### src/hdl/rcce_pkg.sv
`timescale 1ns / 1ps

package rcce_pkg;

    localparam int NODE_BITS  = 8;
    localparam int DIST_BITS  = 16;
    localparam int DEM_BITS   = 16;
    localparam int VAL_BITS   = 16;
    localparam int POS_BITS   = 10;
    localparam int TOUR_LEN   = 1024;
    localparam int LOAD_BITS  = 24;
    localparam int SUM_BITS   = 32;
    localparam int FIT_BITS   = 25;
    localparam int WGT_BITS   = 16;
    localparam int PROD_BITS  = SUM_BITS + WGT_BITS;
    localparam int DEN_BITS   = PROD_BITS - 8 + 1;
    localparam int CNT_BITS   = $clog2(FIT_BITS);
    localparam int QDEPTH     = 4;
    localparam int QPTR_BITS  = $clog2(QDEPTH);
    localparam int CIDX_BITS  = 4;
    localparam int CDATA_BITS = 24;

    localparam logic [NODE_BITS-1:0]  DEPOT   = NODE_BITS'(1);
    localparam logic [FIT_BITS-1:0]   FIT_ONE = FIT_BITS'(1) << 24;
    localparam logic [LOAD_BITS-1:0]  CAP_RESET = '1;
    localparam logic [WGT_BITS-1:0]   WGT_RESET = WGT_BITS'(256);

    localparam logic [1:0] CMD_DIST   = 2'd0;
    localparam logic [1:0] CMD_DEMAND = 2'd1;
    localparam logic [1:0] CMD_NODE   = 2'd2;

    localparam logic [CIDX_BITS-1:0] REG_CAPACITY = CIDX_BITS'(0);
    localparam logic [CIDX_BITS-1:0] REG_WEIGHT   = CIDX_BITS'(1);

    typedef enum logic [1:0] {
        OP_DIST   = 2'd0,
        OP_DEMAND = 2'd1,
        OP_NODE   = 2'd2
    } t_op;

    typedef struct packed {
        logic [1:0]           command;
        logic [NODE_BITS-1:0] node;
        logic [NODE_BITS-1:0] peer_node;
        logic [VAL_BITS-1:0]  entry_value;
        logic                 last_in_route;
    } t_in_item;

    typedef struct packed {
        logic [SUM_BITS-1:0] tour_cost;
        logic [SUM_BITS-1:0] overload_total;
        logic                is_feasible;
        logic [FIT_BITS-1:0] fitness_score;
        logic [POS_BITS-1:0] overload_begin;
        logic [POS_BITS-1:0] overload_finish;
    } t_out_item;

    typedef struct packed {
        t_op                  op;
        logic [NODE_BITS-1:0] node;
        logic [NODE_BITS-1:0] peer;
        logic [VAL_BITS-1:0]  value;
        logic                 last;
    } t_entry;

    typedef struct packed {
        logic [SUM_BITS-1:0] cost;
        logic [SUM_BITS-1:0] excess;
        logic [POS_BITS-1:0] vbegin;
        logic [POS_BITS-1:0] vfinish;
    } t_job;

    function automatic logic [SUM_BITS-1:0] sat_add32(input logic [SUM_BITS-1:0] a,
                                                     input logic [SUM_BITS-1:0] b);
        logic [SUM_BITS:0] s;
        s = {1'b0, a} + {1'b0, b};
        return s[SUM_BITS] ? '1 : s[SUM_BITS-1:0];
    endfunction

    function automatic logic [LOAD_BITS-1:0] sat_add24(input logic [LOAD_BITS-1:0] a,
                                                      input logic [DEM_BITS-1:0] b);
        logic [LOAD_BITS:0] s;
        s = {1'b0, a} + {{(LOAD_BITS-DEM_BITS+1){1'b0}}, b};
        return s[LOAD_BITS] ? '1 : s[LOAD_BITS-1:0];
    endfunction

    function automatic logic [POS_BITS-1:0] next_pos(input logic [POS_BITS-1:0] p);
        return (p == POS_BITS'(TOUR_LEN - 1)) ? '0 : p + POS_BITS'(1);
    endfunction

endpackage

### src/hdl/rcce_div.sv
`timescale 1ns / 1ps

module rcce_div import rcce_pkg::*; (
    input  logic                i_clk,
    input  logic                i_rst_n,
    input  logic                i_job_valid,
    output logic                o_job_ready,
    input  t_job                i_job,
    input  logic [WGT_BITS-1:0] i_weight,
    output logic                o_valid,
    input  logic                i_ready,
    output t_out_item           o_data
);

    typedef enum logic [4:0] {
        D_IDLE = 5'b00001,
        D_MUL  = 5'b00010,
        D_SUM  = 5'b00100,
        D_DIV  = 5'b01000,
        D_OUT  = 5'b10000
    } t_dstate;

    t_dstate              r_state, n_state;
    t_job                 r_job;
    logic [PROD_BITS-1:0] r_prod;
    logic [DEN_BITS-1:0]  r_den;
    logic [DEN_BITS-1:0]  r_rem;
    logic [FIT_BITS-1:0]  r_quo;
    logic [FIT_BITS-1:0]  r_fit;
    logic [CNT_BITS-1:0]  r_cnt;

    logic [PROD_BITS-1:0] w_prod;
    logic [DEN_BITS:0]    w_trial;
    logic [DEN_BITS:0]    w_diff;
    logic                 w_ge;

    assign w_prod  = PROD_BITS'(r_job.excess) * PROD_BITS'(i_weight);
    // restoring step: shift in next dividend bit of 2^24, subtract if it fits
    assign w_trial = {r_rem, FIT_ONE[r_cnt]};
    assign w_ge    = (w_trial >= {1'b0, r_den});
    assign w_diff  = w_trial - {1'b0, r_den};

    assign o_job_ready = (r_state == D_IDLE);
    assign o_valid     = (r_state == D_OUT);

    always_comb begin
        n_state = r_state;
        case (r_state)
            D_IDLE:  if (i_job_valid) n_state = D_MUL;
            D_MUL:   n_state = D_SUM;
            D_SUM:   n_state = D_DIV;
            D_DIV:   if (r_cnt == '0) n_state = D_OUT;
            D_OUT:   if (i_ready) n_state = D_IDLE;
            default: n_state = D_IDLE;
        endcase
    end

    always_ff @(posedge i_clk) begin
        if (!i_rst_n) begin
            r_state <= D_IDLE;
        end else begin
            r_state <= n_state;
        end
    end

    always_ff @(posedge i_clk) begin
        case (r_state)
            D_IDLE: begin
                if (i_job_valid) r_job <= i_job;
            end
            D_MUL: begin
                r_prod <= w_prod;
            end
            D_SUM: begin
                r_den <= {{(DEN_BITS-SUM_BITS){1'b0}}, r_job.cost}
                       + {1'b0, r_prod[PROD_BITS-1:8]};
                r_rem <= '0;
                r_quo <= '0;
                r_cnt <= CNT_BITS'(FIT_BITS - 1);
            end
            D_DIV: begin
                r_rem <= w_ge ? w_diff[DEN_BITS-1:0] : w_trial[DEN_BITS-1:0];
                r_quo <= {r_quo[FIT_BITS-2:0], w_ge};
                r_cnt <= r_cnt - CNT_BITS'(1);
                if (r_cnt == '0) begin
                    r_fit <= (r_den == '0) ? FIT_ONE : {r_quo[FIT_BITS-2:0], w_ge};
                end
            end
            default: ;
        endcase
    end

    assign o_data.tour_cost       = r_job.cost;
    assign o_data.overload_total  = r_job.excess;
    assign o_data.is_feasible     = (r_job.excess == '0);
    assign o_data.fitness_score   = r_fit;
    assign o_data.overload_begin  = r_job.vbegin;
    assign o_data.overload_finish = r_job.vfinish;

endmodule

### config.mk
export PLATFORM = sky130hd
export DESIGN_NAME = rcce_div
export DESIGN_NICKNAME = d
export VERILOG_FILES = /design/src/hdl/rcce_pkg.sv /design/src/hdl/rcce_div.sv
export SDC_FILE = /design/constraint.sdc
export NUM_CORES = 2
export LEC_CHECK = 0
export BUFFER_PORTS_ARGS = -buffer_cell sky130_fd_sc_hd__buf_4
export CORE_MARGIN = 2
export CORE_UTILIZATION = 58
export CTS_BUF_LIST = sky130_fd_sc_hd__clkbuf_8
export DETAILED_ROUTE_END_ITERATION = 8
export GPL_TIMING_DRIVEN = 0
export PLACE_DENSITY_LB_ADDON = 0.3
export SKIP_CTS_REPAIR_TIMING = 1
export SYNTH_ARGS = -nofsm -noshare
export SYNTH_HDL_FRONTEND = slang
export SYNTH_SLANG_ARGS = --single-unit
export TNS_END_PERCENT = 1
### constraint.sdc
create_clock -name i_clk -period 7 [get_ports i_clk]
set_clock_uncertainty 0.2 [all_clocks]
set_input_delay 0.35 -clock i_clk [delete_from_list [all_inputs] [get_ports i_clk]]
set_output_delay 0.35 -clock i_clk [all_outputs]
set_load 0.03 [all_outputs]
==> metrics.yaml <==
critical_path:
  worstSetupEndpointType: "flip-flop"
  start_kind: "flip-flop"
  cpPeakStageDelay_ns: 0.63
  critPathBufInv: 5
  cp_common_cell: "fa_1"
  crit_slowest_cell: "fa_1"
  crit_chain: "buf_4 > clkbuf_2 > nand2_1 > fa_1 > fa_1 > fa_1 > inv_1 > fa_1 > fa_1 > inv_1 > fa_1 > inv_1 > ha_1 > a21o_1 > a21o_1 > a21oi_1 > o21ai_1 > a41o_1 > a21oi_2 > nor2_1 > a211oi_2 > xnor2_1"
  critical_path_peak_fanout: 10
  critical-path-top-delay-family: "adder cells"
  worstPathRequired_ns: 7.18
  criticalPathCategory: "flip-flop to flip-flop"
  crit_arrival_ns: 7.11
layout:
  area_delta_synth_final_pct: 17.8
  fin_nets: 4075
  drive_above_1_share: 0.134
  final_cell_mix: "inv_1, fa_1, nand2_1, buf_4, edfxtp_1"
  final_area_mm2: 0.0344
  fillers: 3899
  final_common_cell: "inv_1"
  fin_util: 0.689
cts:
  clk-insertion-delay-late_ns: 0.68
  cts_buffers: 49
  h-tree-depth: 2
  cts_root_buffer: "clkbuf_8"
  clockBufferDepth: 3
  clk_pin_slew_ns: 0.06
  cts.sinks: 266
  cts_tree: "built"
global_routing:
  grt_use_total: 0.334
  gr-total-overflow: 0
  grt_max_degree: 67
  grtUsageMet1: 0.408
  grt_pass1_vias: 23600
  grt_util_met3: 0.0755
  antenna_found_initial: 3
  grt.busiest_layer: "met2"
  grt_pass1_wl_um: 133000
  use_met2: 0.571
drt:
  drtAntennaViolNets: 0
  drt_iter0_markers: 1878
  via_count: 23000
  dr.pass1.iters: 9
  wl_um: 88700
  avgRoutedWirePerCell_um: 21.8
  routed_via_density: 5.63
  drc: 0
yosys:
  netlist_instances: 2920
  synthesis.nets: 3635
  async_reset_ff_frac: 0
  ys.flop_type: "edfxtp_1"
  ys_types: 77
  yosysSeqAreaShare: 0.271
  syn-cell-area_mm2: 0.0292
  yosysTopAreaCell: "fa_1"
  synth.top_cell.area_share: 0.287
  ys_seq_elements: 266
  synth_area_leaders: "fa_1, edfxtp_1, ha_1"
  syn_avg_cell_area_um2: 10.0
  synth_edf_count: 260
  yosysWarnings: 0
placed_design:
  gp_routability_congestion: 0.979
  placed_area_mm2: 0.0318
  port_buffers: 215
  dp_hpwl_um: 67600
  pre_cts_slack_ns: -0.793
sta:
  setup-violations-final: 0
  relSlewSlack: 0.117
  fmax_mhz: 144
  period_needed_ns: 6.93
  fin_ws_ns: 0.0688
  finalHoldViolations: 0
  worst_pin_slew_ns: 1.31
  maxSlewViolCount: 0
  min_period_over_period: 0.990
floorplanning:
  die_x_um: 228
  die_area_mm2: 0.0522
  fp.dieH_um: 228
  ios: 216
  core_area_mm2: 0.0500
  rows: 82
  start_util: 0.585
hold_path:
  holdCritPathClass: "input port to flip-flop"
outcome:
  status: "complete, no violations"
job:
  maxCapViolations: 0
==> final timing paths <==
kind	end	slack [ns]	depth (start not counted)	from
worst max-delay path	r_prod[47]	0.07	22	o_data[69]
worst min-delay path	o_data[55]	0.19	2	i_job[29]
worst max register to register	r_prod[47]	0.07	22	o_data[69]
worst min register to register	r_fit[24]	0.33	1	r_quo[23]
==> layout make-up <==
class | count | area (µm²) | share of cell area
clock buffers | 49 | 674 | 0.0196
flip-flops and latches | 266 | 7930 | 0.230
plain buffers | 117 | 548 | 0.0159
well taps | 672 | 841 | 0.0244
multi-input cells | 2026 | 19000 | 0.553
diodes | 1 | 2.50 | 0.0000727
repair buffers | 391 | 3220 | 0.0936
inverters | 509 | 1910 | 0.0556
clock inverters | 42 | 260 | 0.00756
==> cells in the mapped netlist, drive strengths merged (11+ instances only) <==
library cell  instances
a21o                 60
nand4                26
a21oi               128
nor4                 20
inv                 509
o21a                 16
edfxtp              260
fa                  419
o21bai               16
nor2                 98
xor2                 39
xnor2                67
ha                  192
and3                 11
and2                243
mux2i                23
clkbuf              108
nand3                31
a31oi                15
nand2               394
o21ai                60
buf                  11
nor3                 21
nor2b                39
==> registers in the layout, indices dropped and copies added, names as in the netlist <==
register,cells
r_den,41
r_rem,41
r_fit,25
w_trial,1
o_data,84
r_quo,24
r_prod,40
r_cnt,5
r_state,5
==> layer usage <==
| layer | routed length (µm) | share of wire |
|---|---|---|
| met5 | 27 | 0.00030 |
| met2 | 43500 | 0.49 |
| met4 | 4360 | 0.049 |
| met3 | 7620 | 0.086 |
| met1 | 33200 | 0.37 |
==> worst reg2reg max path: cells and delay by family (launching register included) <==
family / cells / cell delay (ns)
adder cells (fa/ha/maj): 7 / 3.62
buffers and inverters: 5 / 0.71
AO/OA/AOI/OAI: 7 / 1.48
XOR/XNOR: 1 / 0.11
flip-flops: 1 / 0.33
AND/OR/NAND/NOR: 2 / 0.24
==> per-stage QoR <==
stage / setup TNS, ns / hold WS, ns / cells
after CTS: -12.51 / -0.403 / 3901
final: 0 / 0.192 / 4073
after global placement: -9.43 / 0.288 / 3807
after global routing: -0.683 / 0.182 / 4072
after detailed placement: -10.95 / 0.317 / 3810
after floorplan: 0 / 0.249 / 2920
==> logic make-up (layout without fill, tap and decap cells) <==
family | count (synthesis) | in the layout | share of synthesized area
and+or+nand+nor | 924 | 924 | 0.155
DFF | 266 | 266 | 0.271
adders and majority gates | 611 | 611 | 0.369
other | 0 | 1 | 0
xor gates and xnor gates | 106 | 106 | 0.0318
muxes | 23 | 23 | 0.00788
buffers and inverters | 628 | 1108 | 0.0816
AOI/OAI and AO/OA | 362 | 362 | 0.0825
Power is left out: the tool's default activity adds up to more than one toggle a clock period on the data nets, which glitch-free logic cannot reach.
