===== src/hdl/rcce_pkg.sv =====
`timescale 1ns / 1ps

package rcce_pkg;

    localparam int NODE_BITS  = 8;
    localparam int DIST_BITS  = 16;
    localparam int DEM_BITS   = 16;
    localparam int VAL_BITS   = 16;
    localparam int POS_BITS   = 10;
    localparam int TOUR_LEN   = 1024;
    localparam int LOAD_BITS  = 24;
    localparam int SUM_BITS   = 32;
    localparam int FIT_BITS   = 25;
    localparam int WGT_BITS   = 16;
    localparam int PROD_BITS  = SUM_BITS + WGT_BITS;
    localparam int DEN_BITS   = PROD_BITS - 8 + 1;
    localparam int CNT_BITS   = $clog2(FIT_BITS);
    localparam int QDEPTH     = 4;
    localparam int QPTR_BITS  = $clog2(QDEPTH);
    localparam int CIDX_BITS  = 4;
    localparam int CDATA_BITS = 24;

    localparam logic [NODE_BITS-1:0]  DEPOT   = NODE_BITS'(1);
    localparam logic [FIT_BITS-1:0]   FIT_ONE = FIT_BITS'(1) << 24;
    localparam logic [LOAD_BITS-1:0]  CAP_RESET = '1;
    localparam logic [WGT_BITS-1:0]   WGT_RESET = WGT_BITS'(256);

    localparam logic [1:0] CMD_DIST   = 2'd0;
    localparam logic [1:0] CMD_DEMAND = 2'd1;
    localparam logic [1:0] CMD_NODE   = 2'd2;

    localparam logic [CIDX_BITS-1:0] REG_CAPACITY = CIDX_BITS'(0);
    localparam logic [CIDX_BITS-1:0] REG_WEIGHT   = CIDX_BITS'(1);

    typedef enum logic [1:0] {
        OP_DIST   = 2'd0,
        OP_DEMAND = 2'd1,
        OP_NODE   = 2'd2
    } t_op;

    typedef struct packed {
        logic [1:0]           command;
        logic [NODE_BITS-1:0] node;
        logic [NODE_BITS-1:0] peer_node;
        logic [VAL_BITS-1:0]  entry_value;
        logic                 last_in_route;
    } t_in_item;

    typedef struct packed {
        logic [SUM_BITS-1:0] tour_cost;
        logic [SUM_BITS-1:0] overload_total;
        logic                is_feasible;
        logic [FIT_BITS-1:0] fitness_score;
        logic [POS_BITS-1:0] overload_begin;
        logic [POS_BITS-1:0] overload_finish;
    } t_out_item;

    typedef struct packed {
        t_op                  op;
        logic [NODE_BITS-1:0] node;
        logic [NODE_BITS-1:0] peer;
        logic [VAL_BITS-1:0]  value;
        logic                 last;
    } t_entry;

    typedef struct packed {
        logic [SUM_BITS-1:0] cost;
        logic [SUM_BITS-1:0] excess;
        logic [POS_BITS-1:0] vbegin;
        logic [POS_BITS-1:0] vfinish;
    } t_job;

    function automatic logic [SUM_BITS-1:0] sat_add32(input logic [SUM_BITS-1:0] a,
                                                     input logic [SUM_BITS-1:0] b);
        logic [SUM_BITS:0] s;
        s = {1'b0, a} + {1'b0, b};
        return s[SUM_BITS] ? '1 : s[SUM_BITS-1:0];
    endfunction

    function automatic logic [LOAD_BITS-1:0] sat_add24(input logic [LOAD_BITS-1:0] a,
                                                      input logic [DEM_BITS-1:0] b);
        logic [LOAD_BITS:0] s;
        s = {1'b0, a} + {{(LOAD_BITS-DEM_BITS+1){1'b0}}, b};
        return s[LOAD_BITS] ? '1 : s[LOAD_BITS-1:0];
    endfunction

    function automatic logic [POS_BITS-1:0] next_pos(input logic [POS_BITS-1:0] p);
        return (p == POS_BITS'(TOUR_LEN - 1)) ? '0 : p + POS_BITS'(1);
    endfunction

endpackage


===== src/hdl/rcce_front.sv =====
`timescale 1ns / 1ps

module rcce_front import rcce_pkg::*; (
    input  logic     i_clk,
    input  logic     i_rst_n,
    input  logic     i_valid,
    output logic     o_ready,
    input  t_in_item i_data,
    output logic     o_ent_valid,
    input  logic     i_ent_ready,
    output t_entry   o_ent
);

    t_entry               r_mem [QDEPTH];
    logic [QPTR_BITS-1:0] r_wp, n_wp;
    logic [QPTR_BITS-1:0] r_rp, n_rp;
    logic [QPTR_BITS:0]   r_cnt, n_cnt;

    t_entry w_ent;
    logic   w_keep;
    logic   w_push;
    logic   w_pop;

    always_comb begin
        w_ent.node  = i_data.node;
        w_ent.peer  = i_data.peer_node;
        w_ent.value = i_data.entry_value;
        w_ent.last  = i_data.last_in_route;
        w_ent.op    = OP_NODE;
        w_keep      = 1'b1;
        case (i_data.command)
            CMD_DIST:   w_ent.op = OP_DIST;
            CMD_DEMAND: w_ent.op = OP_DEMAND;
            CMD_NODE:   w_ent.op = OP_NODE;
            default:    w_keep   = 1'b0;     // unused command: beat taken, dropped
        endcase
    end

    assign o_ready     = (r_cnt != (QPTR_BITS+1)'(QDEPTH));
    assign o_ent_valid = (r_cnt != '0);
    assign o_ent       = r_mem[r_rp];
    assign w_push      = i_valid && o_ready && w_keep;
    assign w_pop       = o_ent_valid && i_ent_ready;

    always_comb begin
        n_wp  = w_push ? r_wp + QPTR_BITS'(1) : r_wp;
        n_rp  = w_pop  ? r_rp + QPTR_BITS'(1) : r_rp;
        n_cnt = r_cnt;
        if (w_push && !w_pop) begin
            n_cnt = r_cnt + (QPTR_BITS+1)'(1);
        end else if (w_pop && !w_push) begin
            n_cnt = r_cnt - (QPTR_BITS+1)'(1);
        end
    end

    always_ff @(posedge i_clk) begin
        if (!i_rst_n) begin
            r_wp  <= '0;
            r_rp  <= '0;
            r_cnt <= '0;
        end else begin
            r_wp  <= n_wp;
            r_rp  <= n_rp;
            r_cnt <= n_cnt;
        end
    end

    always_ff @(posedge i_clk) begin
        if (w_push) begin
            r_mem[r_wp] <= w_ent;
        end
    end

endmodule


===== config.mk =====
export PLATFORM = sky130hd
export DESIGN_NAME = rcce_front
export DESIGN_NICKNAME = d
export VERILOG_FILES = /design/src/hdl/rcce_pkg.sv /design/src/hdl/rcce_front.sv
export SDC_FILE = /design/constraint.sdc
export NUM_CORES = 1
export LEC_CHECK = 0
export BUFFER_PORTS_ARGS = -buffer_cell sky130_fd_sc_hd__buf_2
export CORE_MARGIN = 1
export CORE_UTILIZATION = 59
export CTS_CLUSTER_DIAMETER = 30
export DETAILED_ROUTE_END_ITERATION = 10
export PLACE_DENSITY = 0.9
export SLEW_MARGIN = 20
export SYNTH_ARGS = -nofsm -noshare
export SYNTH_HDL_FRONTEND = slang
export SYNTH_SLANG_ARGS = --single-unit

===== constraint.sdc =====
create_clock -name i_clk -period 5.6 [get_ports i_clk]
set_input_delay 1.12 -clock i_clk [delete_from_list [all_inputs] [get_ports i_clk]]
set_output_delay 1.12 -clock i_clk [all_outputs]
set_load 0.01 [all_outputs]

==> results of run 1 <==
==> logic make-up after synthesis <==
family / count (synthesis) / share of synthesized area [%]
flip-flops: 149 / 78.11
multiplexers: 38 / 14.91
AND/OR/NAND/NOR: 18 / 1.783
buffers and inverters: 14 / 2.028
adder cells (fa/ha/maj): 6 / 1.471
AO/OA/AOI/OAI: 5 / 1.070
XOR/XNOR: 4 / 0.6243
==> sequential cells by signal (all words and copies together), names as in the netlist, named ones only <==
signal / count
r_cnt: 3
r_rp: 2
r_mem: 140
r_wp: 2
==> metal layers <==
layer  track usage [%]  up-vias  wire length [um]
li1                  -     1158                 -
met1             29.53     1357              4058
met2             32.43       98              4687
met3             6.606       10               575
met4             8.484        0               106
met5                 0        -                 0
==> worst max-delay path: cells and delay by family (launching register included) <==
kind	cells	cell delay, ns
flops	1	0.75
buf+inv	2	0.61
mux	1	0.61
==> power breakdown <==
group	total (mW)	switching [mW]	internal (mW)
logic	0.579	0.270	0.308
registers	1.42	0.0924	1.32
clock network	1.25	0.424	0.828
==> cells in the final DEF (no fill, tap or decap), drive strengths merged, types with 2 or more instances in the layout <==
master,netlist,final
and2,8,8
buf,7,76
bufinv,0,6
clkbuf,3,20
clkinv,0,4
dfxtp,9,9
edfxtp,140,140
ha,5,5
inv,4,5
mux2i,3,3
mux4,35,35
nand2,5,5
nor2b,2,2
or3,2,2
xnor2,3,3
==> layout make-up <==
| cell class | count | area (um2) | share of cell area [%] |
|---|---|---|---|
| flip-flops and latches | 149 | 4387 | 65.19 |
| multi-input cells | 71 | 1120 | 16.64 |
| clock buffers | 20 | 435.4 | 6.471 |
| repair buffers | 76 | 382.9 | 5.690 |
| clock inverters | 12 | 227.7 | 3.384 |
| well taps | 129 | 161.4 | 2.399 |
| inverters | 4 | 15.01 | 0.2231 |
==> final timing paths <==
kind	from	end	slack [ns]	depth (start not counted)
worst max register to register	r_cnt[0]	r_cnt[2]	3.22	8
worst min-delay path	r_wp[0]	r_wp[0]	0.50	2
worst max-delay path	flop	o_ent[34]	1.98	3
worst min register to register	r_wp[0]	r_wp[0]	0.50	2
==> stage by stage <==
stage | power [mW] | hold slack [ns] | setup WS (ns) | instances | instance area, um2
after floorplan | 1.856 | 0.4677 | 2.789 | 234 | 5613
after global placement | 2.006 | 0.4802 | 2.433 | 429 | 6066
after detailed placement | 2.025 | 0.4997 | 2.458 | 429 | 6066
after CTS | 3.274 | 0.5082 | 1.881 | 461 | 6729
after global routing | 3.366 | 0.5443 | 1.804 | 461 | 6729
final | 3.246 | 0.5036 | 1.984 | 461 | 6729
==> impl_metrics.toml, run 1 <==
[outcome]
outcome = "completed"

[synthesis]
synth_area_um2 = 5613
synth_seq_area_share_pct = 78.11
ys_top_cells_by_area = "edfxtp_1 75%, mux4_2 12%, dfxtp_1 3.2%, mux4_1 2.3%, ha_1 1.1%"
synth_commonest_cells = "140 x edfxtp_1, 30 x mux4_2, 9 x dfxtp_1"
yosys_warnings = 0
netlist_instances = 234
yosysMostFrequentCell = "edfxtp_1"
yosys_register_bits = 149
syn-num-nets = 279
synth.avg_cell_area_um2 = 23.99
synthFlopType = "edfxtp_1"
synth_top_cell_by_area = "edfxtp_1"
synth_cell_types = 25
synthArstFlopShare_pct = 0
synth_top_area_share_pct = 74.90
synth-edff-count = 140

[timing]
period_share_pct = 64.57
fin_setup_tns_ns = 0
rsz0062_at_grt = "no"
fin_crit_ns = 3.616
tightest_slew_ns = 0.9674
setup_viol = 0
relSlewSlack_pct = 35.50
max_freq_mhz = 276.5
skew_ns = 0.008676
hold_viol = 0
drv_slew = 0

[detailed_routing]
routed_via_density = 5.690
wire_per_inst_um = 20.45
drtAntennaViolNets = 0
drc = 0
vias = 2623
drt_wl_total_um = 9427
drt_iter0_drc = 161
first_pass_iters = 6

[clock_network]
clk_latency_ns = 0.52
hold_buffers = 0
cts_resized = 0
cts_tree = "yes"
cts_setup_buffers = 0
clk_pin_slew_worst_paths_ns = 0.06
htreeDepth = 4
max-clock-path-buffers = 2
cts_root_buf = "clkbuf_8"
cts_inserted_buffers = 17
clock-sinks = 149

[floorplan]
die_y_um = 99.54
die_area_um2 = 9907
core_region_area_um2 = 9240
ios = 76
start_util_pct = 60.74
rows = 35
die_w_um = 99.54

[worst_setup_path]
cp.required_ns = 4.48
crit_slowest_cell = "dfxtp_2"
crit_chain = "buf_4, mux4_1, buf_2"
arrival_ns = 2.50
worst_setup_path_start_kind = "flop"
cp_max_fo = 19
path_class = "reg2out"
cp-end-kind = "output port"
critPathMaxStageDelay_ns = 0.75

[global_route]
grt_first_pass_wirelength_um = 14660
grt_max_degree = 36
grt_antenna_before_repair = 1
grt-ovfl-total = 0
grt_usage_pct = 21.36
grt_pass1_vias = 2646

[power_and_ir_drop]
ir_worst_vdd_mv = 0.2804
leakage_nw = 2.316
p_per_area_nw_per_um2 = 482.4

[layout]
fin_util_pct = 72.82
fill_cells = 546
diodes = 0
syn_to_final_growth_pct = 19.88
layout-drive-gt1-share_pct = 43.67
nets = 364

[place]
port_buffers = 75
place.gp.congestion = 0.6923
detailed_place_hpwl_um = 5299

[run]
max-cap-violations = 0

[worst_hold_path]
hp-class = "reg2reg"
(Power assumes the default switching activity.)
==> inputs of run 2 (changes only) <==
--- a/config.mk
+++ b/config.mk
@@ -7,10 +7,10 @@
 export LEC_CHECK = 0
 export BUFFER_PORTS_ARGS = -buffer_cell sky130_fd_sc_hd__buf_2
 export CORE_MARGIN = 1
-export CORE_UTILIZATION = 59
+export CORE_UTILIZATION = 51
 export CTS_CLUSTER_DIAMETER = 30
 export DETAILED_ROUTE_END_ITERATION = 10
-export PLACE_DENSITY = 0.9
+export PLACE_DENSITY = 0.84
 export SLEW_MARGIN = 20
 export SYNTH_ARGS = -nofsm -noshare
 export SYNTH_HDL_FRONTEND = slang
==> constraint.sdc (replaced) <==
create_clock -name i_clk -period 3.2 [get_ports i_clk]
set_input_delay 0.64 -clock i_clk [delete_from_list [all_inputs] [get_ports i_clk]]
set_output_delay 0.64 -clock i_clk [all_outputs]
set_load 0.01 [all_outputs]
==> run 2 against run 1 <==
Via count down 1.8%. Global-route usage down 3.3 points. Utilization down 8.6 points. Worst setup slack worse by 1.4 ns. Design area up 0.22%. Clock skew about the same. Sequential cell count unchanged. Highest routed layer unchanged.
==> impl_metrics.toml, run 2 (synthesis results as in run 1) <==
[place]
dp_cells = 445
place.gp.congestion = 0.7189
detailed_place_hpwl_um = 5753
port_buffers = 75
place_ws_ns = 0.5933

[clock_network]
clock-sinks = 149
cts_setup_buffers = 0
hold_buffers = 0
cts_inserted_buffers = 17
clk_pin_slew_worst_paths_ns = 0.06
cts_tree = "yes"
cts_resized = 0
cts_root_buf = "clkbuf_8"
clk_latency_ns = 0.51
htreeDepth = 4
max-clock-path-buffers = 2

[global_route]
grt-ovfl-total = 0
grt_antenna_before_repair = 0
grt_first_pass_wirelength_um = 14500
grt_pass1_vias = 2757
grt_max_degree = 36
grt_usage_pct = 18.02

[detailed_routing]
drc = 0
routed_via_density = 5.398
wire_per_inst_um = 19.53
first_pass_iters = 4
vias = 2575
drtAntennaViolNets = 0
drt_iter0_drc = 163
drt_wl_total_um = 9318

[run]
max-cap-violations = 0

[floorplan]
die_w_um = 106.9
die_area_um2 = 11430
start_util_pct = 53.41
ios = 76
rows = 37
core_region_area_um2 = 10510
die_y_um = 106.9

[timing]
rsz0062_at_grt = "no"
setup_viol = 0
hold_viol = 0
max_freq_mhz = 379.9
drv_slew = 0
tightest_slew_ns = 0.6178
fin_crit_ns = 2.632
skew_ns = 0.008303
fin_setup_tns_ns = 0
layout_setup_ws_ns = 0.5676
period_share_pct = 82.26
relSlewSlack_pct = 58.81

[outcome]
outcome = "completed"

[layout]
mostFrequentLayoutCells = "140 x edfxtp_1, 75 x buf_2, 30 x mux4_2"
largest_reg_flops = 140
mostFrequentLayoutCell = "edfxtp_1"
top_register = "r_mem"
diodes = 0
layout-drive-gt1-share_pct = 45.16
top_regs = "r_mem (140), r_cnt (3)"
layout.cells.non_filler = 477
nets = 373
fin_util_pct = 64.17
syn_to_final_growth_pct = 20.15

[worst_setup_path]
crit_chain = "buf_4, mux4_2, buf_2"
critPathMaxStageDelay_ns = 0.73
crit_slowest_cell = "dfxtp_2"
cp_max_fo = 24
cp-end-kind = "output port"
path_class = "reg2out"
worst_setup_path_start_kind = "flop"
cp.required_ns = 2.56
arrival_ns = 1.99

[worst_hold_path]
hp-class = "in2reg"

[power_and_ir_drop]
p_per_area_nw_per_um2 = 804.1
power_mw = 5.423
ir_worst_vdd_mv = 0.5086
leakage_nw = 2.328
==> run 2: cell count changes in the layout (fill, tap and decap cells not counted) <==
| cell | change |
|---|---|
| buf_4 | +7 |
| clkbuf_1 | -1 |
| clkinv_4 | -2 |
| clkinv_1 | +1 |
| buf_12 | +2 |
| clkinv_2 | +4 |
| bufinv_16 | -3 |
| clkinvlp_4 | +2 |
| clkbuf_8 | -1 |
==> run 2: metrics by stage <==
step           hold slack, ns  instance area [um2]
2_1_floorplan          0.4677                 5613
3_5_place_dp           0.4925                 6167
5_1_grt                0.3234                 6744
4_1_cts                0.3234                 6744
6_report               0.3442                 6744
3_3_place_gp           0.4822                 6167
==> run 2: metal layers <==
| metal | global-route usage [%] | vias up | part of all wire [%] |
|---|---|---|---|
| met2 | 29.31 | 76 | 51 |
| met4 | 7.534 | 0 | 1.2 |
| met5 | 0 | - | 0 |
| li1 | - | 1167 | - |
| met1 | 22.55 | 1322 | 42 |
| met3 | 5.653 | 10 | 5.3 |
==> run 2: power by group <==
part           switching (mW)  internal, mW  leakage (nW)  total (mW)
sequential             0.0982          2.31          1.35        2.41
clock                   0.716          1.18         0.278        1.89
combinational           0.547         0.572         0.698        1.12
total                    1.36          4.06          2.33        5.42
==> run 2: worst max-delay path, delay by kind of cell (launching register included) <==
family | cells | cell delay (ns)
buffers and inverters | 2 | 0.44
flip-flops | 1 | 0.73
multiplexers | 1 | 0.32
==> run 2: path summary, 6_finish.rpt <==
path / to / slack, ns / cells after the start / start
min reg2reg: r_wp[1] / 0.50 / 2 / r_wp[1]
max reg2reg: r_cnt[2] / 0.87 / 8 / r_cnt[1]
min: r_mem[3][4] / 0.34 / 1 / i_data[4]
max: o_ent[8] / 0.57 / 3 / flop
==> run 2: layout make-up <==
class	instances	area [um2]
inverters	4	15.01
well taps	136	170.2
multi-input cells	71	1120
flip-flops and latches	149	4387
repair buffers	85	475.5
fillers	707	3765
clock inverters	14	158.9
clock buffers	18	417.9
